### src/rtl/core/crcbc_pkg.sv
// Shared types, constants and helper functions for the configurable CRC block.
`default_nettype none

package crcbc_pkg;

  localparam int unsigned CRC_W      = 32;
  localparam int unsigned BYTE_W     = 8;
  localparam int unsigned CFG_IDX_W  = 3;

  typedef enum logic [1:0] {
    WSEL_8  = 2'd0,
    WSEL_16 = 2'd1,
    WSEL_32 = 2'd2,
    WSEL_RSV = 2'd3
  } wsel_t;

  typedef enum logic [CFG_IDX_W-1:0] {
    REG_WIDTH_SELECT  = 3'd0,
    REG_POLYNOMIAL    = 3'd1,
    REG_INITIAL_VALUE = 3'd2,
    REG_FINAL_XOR     = 3'd3,
    REG_REFLECTED     = 3'd4
  } cfg_reg_t;

  localparam logic [1:0]       RST_WIDTH_SELECT  = 2'd2;
  localparam logic [CRC_W-1:0] RST_POLYNOMIAL    = 32'h04C1_1DB7;
  localparam logic [CRC_W-1:0] RST_INITIAL_VALUE = 32'hFFFF_FFFF;
  localparam logic [CRC_W-1:0] RST_FINAL_XOR     = 32'hFFFF_FFFF;
  localparam logic             RST_REFLECTED     = 1'b1;

  typedef struct packed {
    logic [1:0]       width_select;
    logic [CRC_W-1:0] polynomial;
    logic [CRC_W-1:0] initial_value;
    logic [CRC_W-1:0] final_xor;
    logic             reflected;
  } crc_cfg_t;

  function automatic logic [CRC_W-1:0] width_mask(input logic [1:0] wsel);
    logic [CRC_W-1:0] m;
    case (wsel)
      WSEL_8:  m = 32'h0000_00FF;
      WSEL_16: m = 32'h0000_FFFF;
      default: m = 32'hFFFF_FFFF;
    endcase
    return m;
  endfunction

  function automatic logic [CRC_W-1:0] bit_rev(input logic [CRC_W-1:0] v);
    logic [CRC_W-1:0] r;
    for (int k = 0; k < CRC_W; k++) begin
      r[k] = v[CRC_W-1-k];
    end
    return r;
  endfunction

endpackage

`default_nettype wire

### src/rtl/core/crcbc_cfg_regs.sv
// Configuration register file of the configurable CRC block.
`default_nettype none

module crcbc_cfg_regs
  import crcbc_pkg::*;
(
  input  wire logic                 clk,
  input  wire logic                 rst_n,
  input  wire logic                 cfg_valid,
  output logic                      cfg_ready,
  input  wire logic [CFG_IDX_W-1:0] cfg_index,
  input  wire logic [CRC_W-1:0]     cfg_data,
  output crc_cfg_t                  cfg
);

  crc_cfg_t cfg_r;
  crc_cfg_t cfg_nxt;

  assign cfg_ready = 1'b1;
  assign cfg       = cfg_r;

  always_comb begin
    cfg_nxt = cfg_r;
    if (cfg_valid) begin
      case (cfg_index)
        REG_WIDTH_SELECT:  cfg_nxt.width_select  = cfg_data[1:0];
        REG_POLYNOMIAL:    cfg_nxt.polynomial    = cfg_data;
        REG_INITIAL_VALUE: cfg_nxt.initial_value = cfg_data;
        REG_FINAL_XOR:     cfg_nxt.final_xor     = cfg_data;
        REG_REFLECTED:     cfg_nxt.reflected     = cfg_data[0];
        default:           cfg_nxt = cfg_r;
      endcase
    end
  end

  always_ff @(posedge clk) begin
    if (!rst_n) begin
      cfg_r.width_select  <= RST_WIDTH_SELECT;
      cfg_r.polynomial    <= RST_POLYNOMIAL;
      cfg_r.initial_value <= RST_INITIAL_VALUE;
      cfg_r.final_xor     <= RST_FINAL_XOR;
      cfg_r.reflected     <= RST_REFLECTED;
    end else begin
      cfg_r <= cfg_nxt;
    end
  end

endmodule

`default_nettype wire

### src/rtl/core/crcbc_byte_update.sv
// Eight-step XOR-shift update of the CRC register by one message byte.
`default_nettype none

module crcbc_byte_update
  import crcbc_pkg::*;
(
  input  wire logic [CRC_W-1:0]  crc_in,
  input  wire logic [BYTE_W-1:0] data_byte,
  input  crc_cfg_t               cfg,
  output logic [CRC_W-1:0]       crc_out
);

  logic [CRC_W-1:0] mask;
  logic [CRC_W-1:0] poly_m;
  logic [CRC_W-1:0] rpoly;
  logic [CRC_W-1:0] byte_al;
  logic [CRC_W-1:0] poly_rev;
  logic [4:0]       top_idx;

  assign mask     = width_mask(cfg.width_select);
  assign poly_m   = cfg.polynomial & mask;
  assign poly_rev = bit_rev(poly_m);

  // Reversed polynomial is right-aligned to the selected width, and in normal
  // mode the byte sits at the top of the selected width.
  always_comb begin
    case (cfg.width_select)
      WSEL_8: begin
        rpoly   = {24'd0, poly_rev[31:24]};
        byte_al = {24'd0, data_byte};
        top_idx = 5'd7;
      end
      WSEL_16: begin
        rpoly   = {16'd0, poly_rev[31:16]};
        byte_al = {16'd0, data_byte, 8'd0};
        top_idx = 5'd15;
      end
      default: begin
        rpoly   = poly_rev;
        byte_al = {data_byte, 24'd0};
        top_idx = 5'd31;
      end
    endcase
  end

  always_comb begin
    logic [CRC_W-1:0] c;
    c = crc_in & mask;
    if (cfg.reflected) begin
      c = c ^ {24'd0, data_byte};
      for (int k = 0; k < BYTE_W; k++) begin
        if (c[0]) c = (c >> 1) ^ rpoly;
        else      c = c >> 1;
      end
    end else begin
      c = c ^ byte_al;
      for (int k = 0; k < BYTE_W; k++) begin
        if (c[top_idx]) c = ((c << 1) ^ poly_m) & mask;
        else            c = (c << 1) & mask;
      end
    end
    crc_out = c & mask;
  end

endmodule

`default_nettype wire

### src/rtl/core/crc_bitwise_configurable_unit.sv
// Top level of the configurable bitwise CRC block: input beat register, byte update, result register.
// A beat is taken into the input beat register and then updates the CRC register; a last beat
// also loads the result register that drives out_valid, and is held back while a waiting result stalls.
// Throughput: one byte per cycle while no last beat is held, set by the eight-step byte update.
// A waiting result only holds back a following last beat; other beats keep flowing.
// Reset (rst_n low, synchronous) clears the CRC register, the beat and result valids,
// and loads the default configuration (32-bit reflected, 0x04C11DB7, all-ones init and xor).
`default_nettype none

module crc_bitwise_configurable_unit
  import crcbc_pkg::*;
(
  input  wire logic                 clk,
  input  wire logic                 rst_n,
  input  wire logic                 in_valid,
  output logic                      in_stall,
  input  wire logic [BYTE_W-1:0]    in_data_byte,
  input  wire logic                 in_first_byte,
  input  wire logic                 in_last_byte,
  output logic                      out_valid,
  input  wire logic                 out_stall,
  output logic [CRC_W-1:0]          out_crc_value,
  input  wire logic                 cfg_valid,
  output logic                      cfg_ready,
  input  wire logic [CFG_IDX_W-1:0] cfg_index,
  input  wire logic [CRC_W-1:0]     cfg_data
);

  crc_cfg_t cfg;

  logic              s1_valid_r;
  logic [BYTE_W-1:0] s1_data_r;
  logic              s1_first_r;
  logic              s1_last_r;
  logic [CRC_W-1:0]  crc_r;
  logic [CRC_W-1:0]  crc_nxt;
  logic [CRC_W-1:0]  crc_base;
  logic              out_valid_r;
  logic [CRC_W-1:0]  out_crc_r;
  logic              slot_free;
  logic              adv;

  crcbc_cfg_regs u_cfg (
    .clk       (clk),
    .rst_n     (rst_n),
    .cfg_valid (cfg_valid),
    .cfg_ready (cfg_ready),
    .cfg_index (cfg_index),
    .cfg_data  (cfg_data),
    .cfg       (cfg)
  );

  assign crc_base = s1_first_r ? cfg.initial_value : crc_r;

  crcbc_byte_update u_upd (
    .crc_in    (crc_base),
    .data_byte (s1_data_r),
    .cfg       (cfg),
    .crc_out   (crc_nxt)
  );

  // A beat without a result never waits for the output side.
  assign slot_free = !out_valid_r || !out_stall;
  assign adv       = s1_valid_r && (!s1_last_r || slot_free);
  assign in_stall  = s1_valid_r && !adv;

  always_ff @(posedge clk) begin
    if (!rst_n) begin
      s1_valid_r <= 1'b0;
    end else if (!in_stall) begin
      s1_valid_r <= in_valid;
    end
  end

  always_ff @(posedge clk) begin
    if (!in_stall) begin
      s1_data_r  <= in_data_byte;
      s1_first_r <= in_first_byte;
      s1_last_r  <= in_last_byte;
    end
  end

  always_ff @(posedge clk) begin
    if (!rst_n) begin
      crc_r <= '0;
    end else if (adv) begin
      crc_r <= crc_nxt;
    end
  end

  always_ff @(posedge clk) begin
    if (!rst_n) begin
      out_valid_r <= 1'b0;
    end else if (adv && s1_last_r) begin
      out_valid_r <= 1'b1;
    end else if (!out_stall) begin
      out_valid_r <= 1'b0;
    end
  end

  always_ff @(posedge clk) begin
    if (adv && s1_last_r) begin
      out_crc_r <= (crc_nxt ^ cfg.final_xor) & width_mask(cfg.width_select);
    end
  end

  assign out_valid     = out_valid_r;
  assign out_crc_value = out_crc_r;

  a_stall_needs_beat: assert property (@(posedge clk) disable iff (!rst_n)
    in_stall |-> s1_valid_r)
    else $error("input stalled with no beat held");

  a_no_overwrite: assert property (@(posedge clk) disable iff (!rst_n)
    (s1_valid_r && s1_last_r && out_valid_r && out_stall) |-> !adv)
    else $error("last beat advanced over a waiting result");

  a_last_gives_result: assert property (@(posedge clk) disable iff (!rst_n)
    (adv && s1_last_r) |=> out_valid_r)
    else $error("last beat did not produce a result");

  a_result_holds: assert property (@(posedge clk) disable iff (!rst_n)
    (out_valid_r && out_stall) |=> (out_valid_r && $stable(out_crc_r)))
    else $error("stalled result changed");

endmodule

`default_nettype wire
### config.mk
export PLATFORM = sky130hd
export DESIGN_NAME = crc_bitwise_configurable_unit
export DESIGN_NICKNAME = d
export VERILOG_FILES = /design/src/rtl/core/crcbc_pkg.sv /design/src/rtl/core/crcbc_cfg_regs.sv /design/src/rtl/core/crcbc_byte_update.sv /design/src/rtl/core/crc_bitwise_configurable_unit.sv
export SDC_FILE = /design/constraint.sdc
export NUM_CORES = 1
export LEC_CHECK = 0
export ABC_AREA = 1
export BUFFER_PORTS_ARGS = -buffer_cell sky130_fd_sc_hd__buf_2
export CAP_MARGIN = 0
export CORE_UTILIZATION = 29
export CTS_CLUSTER_SIZE = 10
export DETAILED_ROUTE_END_ITERATION = 7
export PLACE_DENSITY = 0.49
export SLEW_MARGIN = 20
export SYNTH_ARGS = -nofsm -noshare
export SYNTH_HDL_FRONTEND = slang
export SYNTH_SLANG_ARGS = --single-unit
### constraint.sdc
create_clock -name clk -period 7.4 [get_ports clk]
set_input_delay 0 -clock clk [delete_from_list [all_inputs] [get_ports clk]]
set_output_delay 0 -clock clk [all_outputs]
set_load 0.05 [all_outputs]
==> results.sh <==
export IMPL_critPathLaunchType="flip-flop"
export IMPL_status="complete, but fails checks"
export IMPL_critPathKind="reg2reg"
export IMPL_ys_ff_latch=175
export IMPL_cts_sinks=175
export IMPL_netlist_area_um2=17450
export IMPL_cp_arrival_ns=7.03
export IMPL_cts_tree="yes"
export IMPL_num_nets_final=3058
export IMPL_postRouteAntennaNets=0
export IMPL_maxCapViolCount=0
export IMPL_slew_violations=0
export IMPL_yosysWarnings=0
export IMPL_setup_tns_final_ns=0
export IMPL_clock_skew_ns=0.01820
export IMPL_violations="design-rule violations"
export IMPL_drive_gt1_share_pct=9.136
export IMPL_grt_overflow=0
export IMPL_die_height_um=247.3
export IMPL_clkTransAtPathRegs_ns=0.08
export IMPL_crit_path_end_kind="flip-flop"
export IMPL_vias=19383
export IMPL_max_freq_ghz=0.1468
export IMPL_vias_per_cell=5.103
export IMPL_ff2ff_setup_slack_ns=0.59
export IMPL_min_period_over_period_pct=92.07
export IMPL_area_growth_pct=13.51
export IMPL_use_met2_pct=40.95
export IMPL_irDropWorstVdd_uv=196.5
export IMPL_yosysSeqAreaShare_pct=22.49
export IMPL_worst_hold_path_type="in2reg"
export IMPL_grt_pass1_wl_um=114800
export IMPL_start_util_pct=29.45
export IMPL_die_area_um2=61150
export IMPL_syn_inst=2927
export IMPL_clock_path_buffers=2
export IMPL_synth_nets=2977
export IMPL_critPathMostFrequentCell="nand2_1"
export IMPL_grt_pass1_vias=17828
export IMPL_core_region_area_um2=59240
export IMPL_antenna_found_initial=4
export IMPL_setup_viol=0
export IMPL_numCtsBuffers=17
export IMPL_place_hpwl_um=56360
export IMPL_fin_crit_ns=6.813
export IMPL_first_iter_violations=1590
export IMPL_grt_max_degree=75
export IMPL_avgSynthCellArea_um2=5.961
export IMPL_power_density_nw_per_um2=347.4
export IMPL_wire_per_inst_um=20.36
export IMPL_met3_usage_pct=3.115
export IMPL_busiest_layer="met2"
export IMPL_place_congestion=0.9527
export IMPL_ioPinCount=85
export IMPL_max_slew_margin_rel_pct=24.16
export IMPL_met1_usage_pct=32.81
export IMPL_drc=12
export IMPL_grt_setup_unrepaired="no"
export IMPL_cp_max_fo=33
export IMPL_fillers=6711
export IMPL_required_ns=7.61
export IMPL_slowest_stage="nor2_1"
export IMPL_hold_ws_ns=0.2415
export IMPL_htreeDepth=4
export IMPL_root_buffer="clkbuf_16"
export IMPL_fp_dieW_um=247.3
export IMPL_clock_latency_ns=0.47
export IMPL_fp_row_count=89
export IMPL_dr_pass1_iters=8
export IMPL_port_buffers=83
export IMPL_synth_distinct_cells=41
export IMPL_track_usage_pct=25.10
export IMPL_p_leak_nw=9.688
export IMPL_drt_total_wl_um=77330
export IMPL_max_stage_delay_ns=0.64
export IMPL_hold_viol_final=0
export IMPL_tightest_slew_ns=1.126
## synthesized netlist by cell type
library cell | instances | area share (%)
nand2_1 | 1038 | 22
nand3_1 | 298 | 8.5
nor2_1 | 286 | 6.2
xor2_1 | 241 | 12
o21ai_0 | 192 | 5.5
inv_1 | 154 | 3.3
dfxtp_1 | 133 | 15
a21oi_1 | 104 | 3.0
xnor2_1 | 81 | 4.1
clkbuf_1 | 71 | 1.5
edfxtp_1 | 42 | 7.2
buf_2 | 34 | 0.98
nand2_2 | 30 | 1.1
o21ai_1 | 28 | 0.80
nand3b_1 | 24 | 1.0
inv_2 | 18 | 0.39
nand4_1 | 18 | 0.65
o211ai_1 | 16 | 0.69
buf_1 | 15 | 0.32
clkinv_1 | 13 | 0.28
buf_4 | 12 | 0.52
buf_6 | 10 | 0.65
o21bai_1 | 9 | 0.39
nand2_4 | 8 | 0.52
nor3_1 | 8 | 0.23
nand3_2 | 7 | 0.40
nor2_4 | 6 | 0.39
o21a_1 | 6 | 0.26
nor2_2 | 4 | 0.14
nand3_4 | 3 | 0.30
xor2_2 | 3 | 0.28
a31oi_1 | 2 | 0.072
o21ai_2 | 2 | 0.10
o22ai_1 | 2 | 0.072
or2_0 | 2 | 0.072
or2_1 | 2 | 0.072
conb_1 | 1 | 0.021
mux2i_1 | 1 | 0.057
nand3b_4 | 1 | 0.11
or2_2 | 1 | 0.036
xnor2_2 | 1 | 0.093
## logic make-up after synthesis
| logic type | Yosys count | share of synthesized area (%) |
|---|---|---|
| AND/OR/NAND/NOR | 1736 | 42.06 |
| AO/OA/AOI/OAI | 361 | 10.87 |
| buffers and inverters | 327 | 7.967 |
| XOR/XNOR | 326 | 16.54 |
| flip-flops | 175 | 22.49 |
| multiplexers | 1 | 0.05737 |
| other | 1 | 0.02149 |
## stage by stage
step                      cells  power, W  util [%]  cell area [µm²]  setup slack [ns]
after detailed placement   3706  0.005855     31.52            18670            0.2985
after CTS                  3790  0.006813     33.35            19760            0.2919
after floorplan            2927  0.004715         -            17450             2.858
after global routing       3794  0.007451     33.41            19800            0.1527
final                      3798  0.006881     33.43            19810            0.5869
after global placement     3706  0.005874     31.52            18670            0.4690
## layout make-up
class,instances,area [µm²],area share [%]
clock inverters,15,137.6,0.6949
flip-flops and latches,175,3928,19.83
diodes,4,10.01,0.05054
inverters,185,694.4,3.506
repair buffers,202,1454,7.341
well taps,773,967.2,4.883
clock buffers,17,425.4,2.148
multi-input cells,2427,12190,61.55
## where the power goes
part	switching (W)	internal [W]	leakage (nW)	total, W
Sequential	0.0000521	0.00112	1.49	0.00118
Clock	0.000467	0.000448	0.284	0.000915
Combinational	0.00323	0.00156	7.92	0.00479
## flip-flops by register name, summed over array words and instances (netlist names)
name           count
s1_first_r         1
u_cfg.cfg         99
s1_data_r          8
s1_last_r          1
crc_r             32
out_crc_value     32
s1_valid_r         1
out_valid          1
## placed cells by master (no fill, tap or decap), types with 7 or more instances in the layout
cell type,count
a21oi_1,104
buf_2,82
buf_4,67
clkbuf_16,17
clkinv_1,13
dfxtp_1,132
dlygate4sd3_1,52
edfxtp_1,42
inv_1,152
inv_2,20
nand2_1,1038
nand2_2,30
nand2_4,7
nand3_1,298
nand3_2,8
nand3b_1,24
nand4_1,18
nor2_1,284
nor2_4,7
nor3_1,7
o211ai_1,16
o21ai_0,192
o21ai_1,28
o21bai_1,9
xnor2_1,81
xor2_1,239
## worst max-delay path, delay by kind of cell, from the launching register on
kind | cells | cell delay, ns
and+or+nand+nor | 26 | 3.70
buffers and inverters | 5 | 1.48
AOI/OAI and AO/OA | 4 | 0.82
DFF | 1 | 0.50
## routing by layer
metal  vias to the layer above  share of wire [%]
met2                       701                 46
met4                         2                4.6
met1                      9024                 43
met3                       160                6.4
li1                       9496                  -
met5                         -              0.017
## what timing repair did
| item | CTS | global route |
|---|---|---|
| resized for setup | 0 | 1 |
| hold buffers | 52 | 0 |
| hold endpoints to repair | 110 | 0 |
| setup buffers | 0 | 2 |
| endpoints found under the setup margin | 0 | 64 |
## worst paths after layout
kind                   start               end  cells after the start
max            u_cfg.cfg[97]  out_crc_value[7]                     35
min          in_data_byte[5]      s1_data_r[5]                      2
max reg2reg    u_cfg.cfg[97]  out_crc_value[7]                     35
min reg2reg    u_cfg.cfg[49]     u_cfg.cfg[49]                      2
Note: power is estimated with default switching activity, not from simulation.
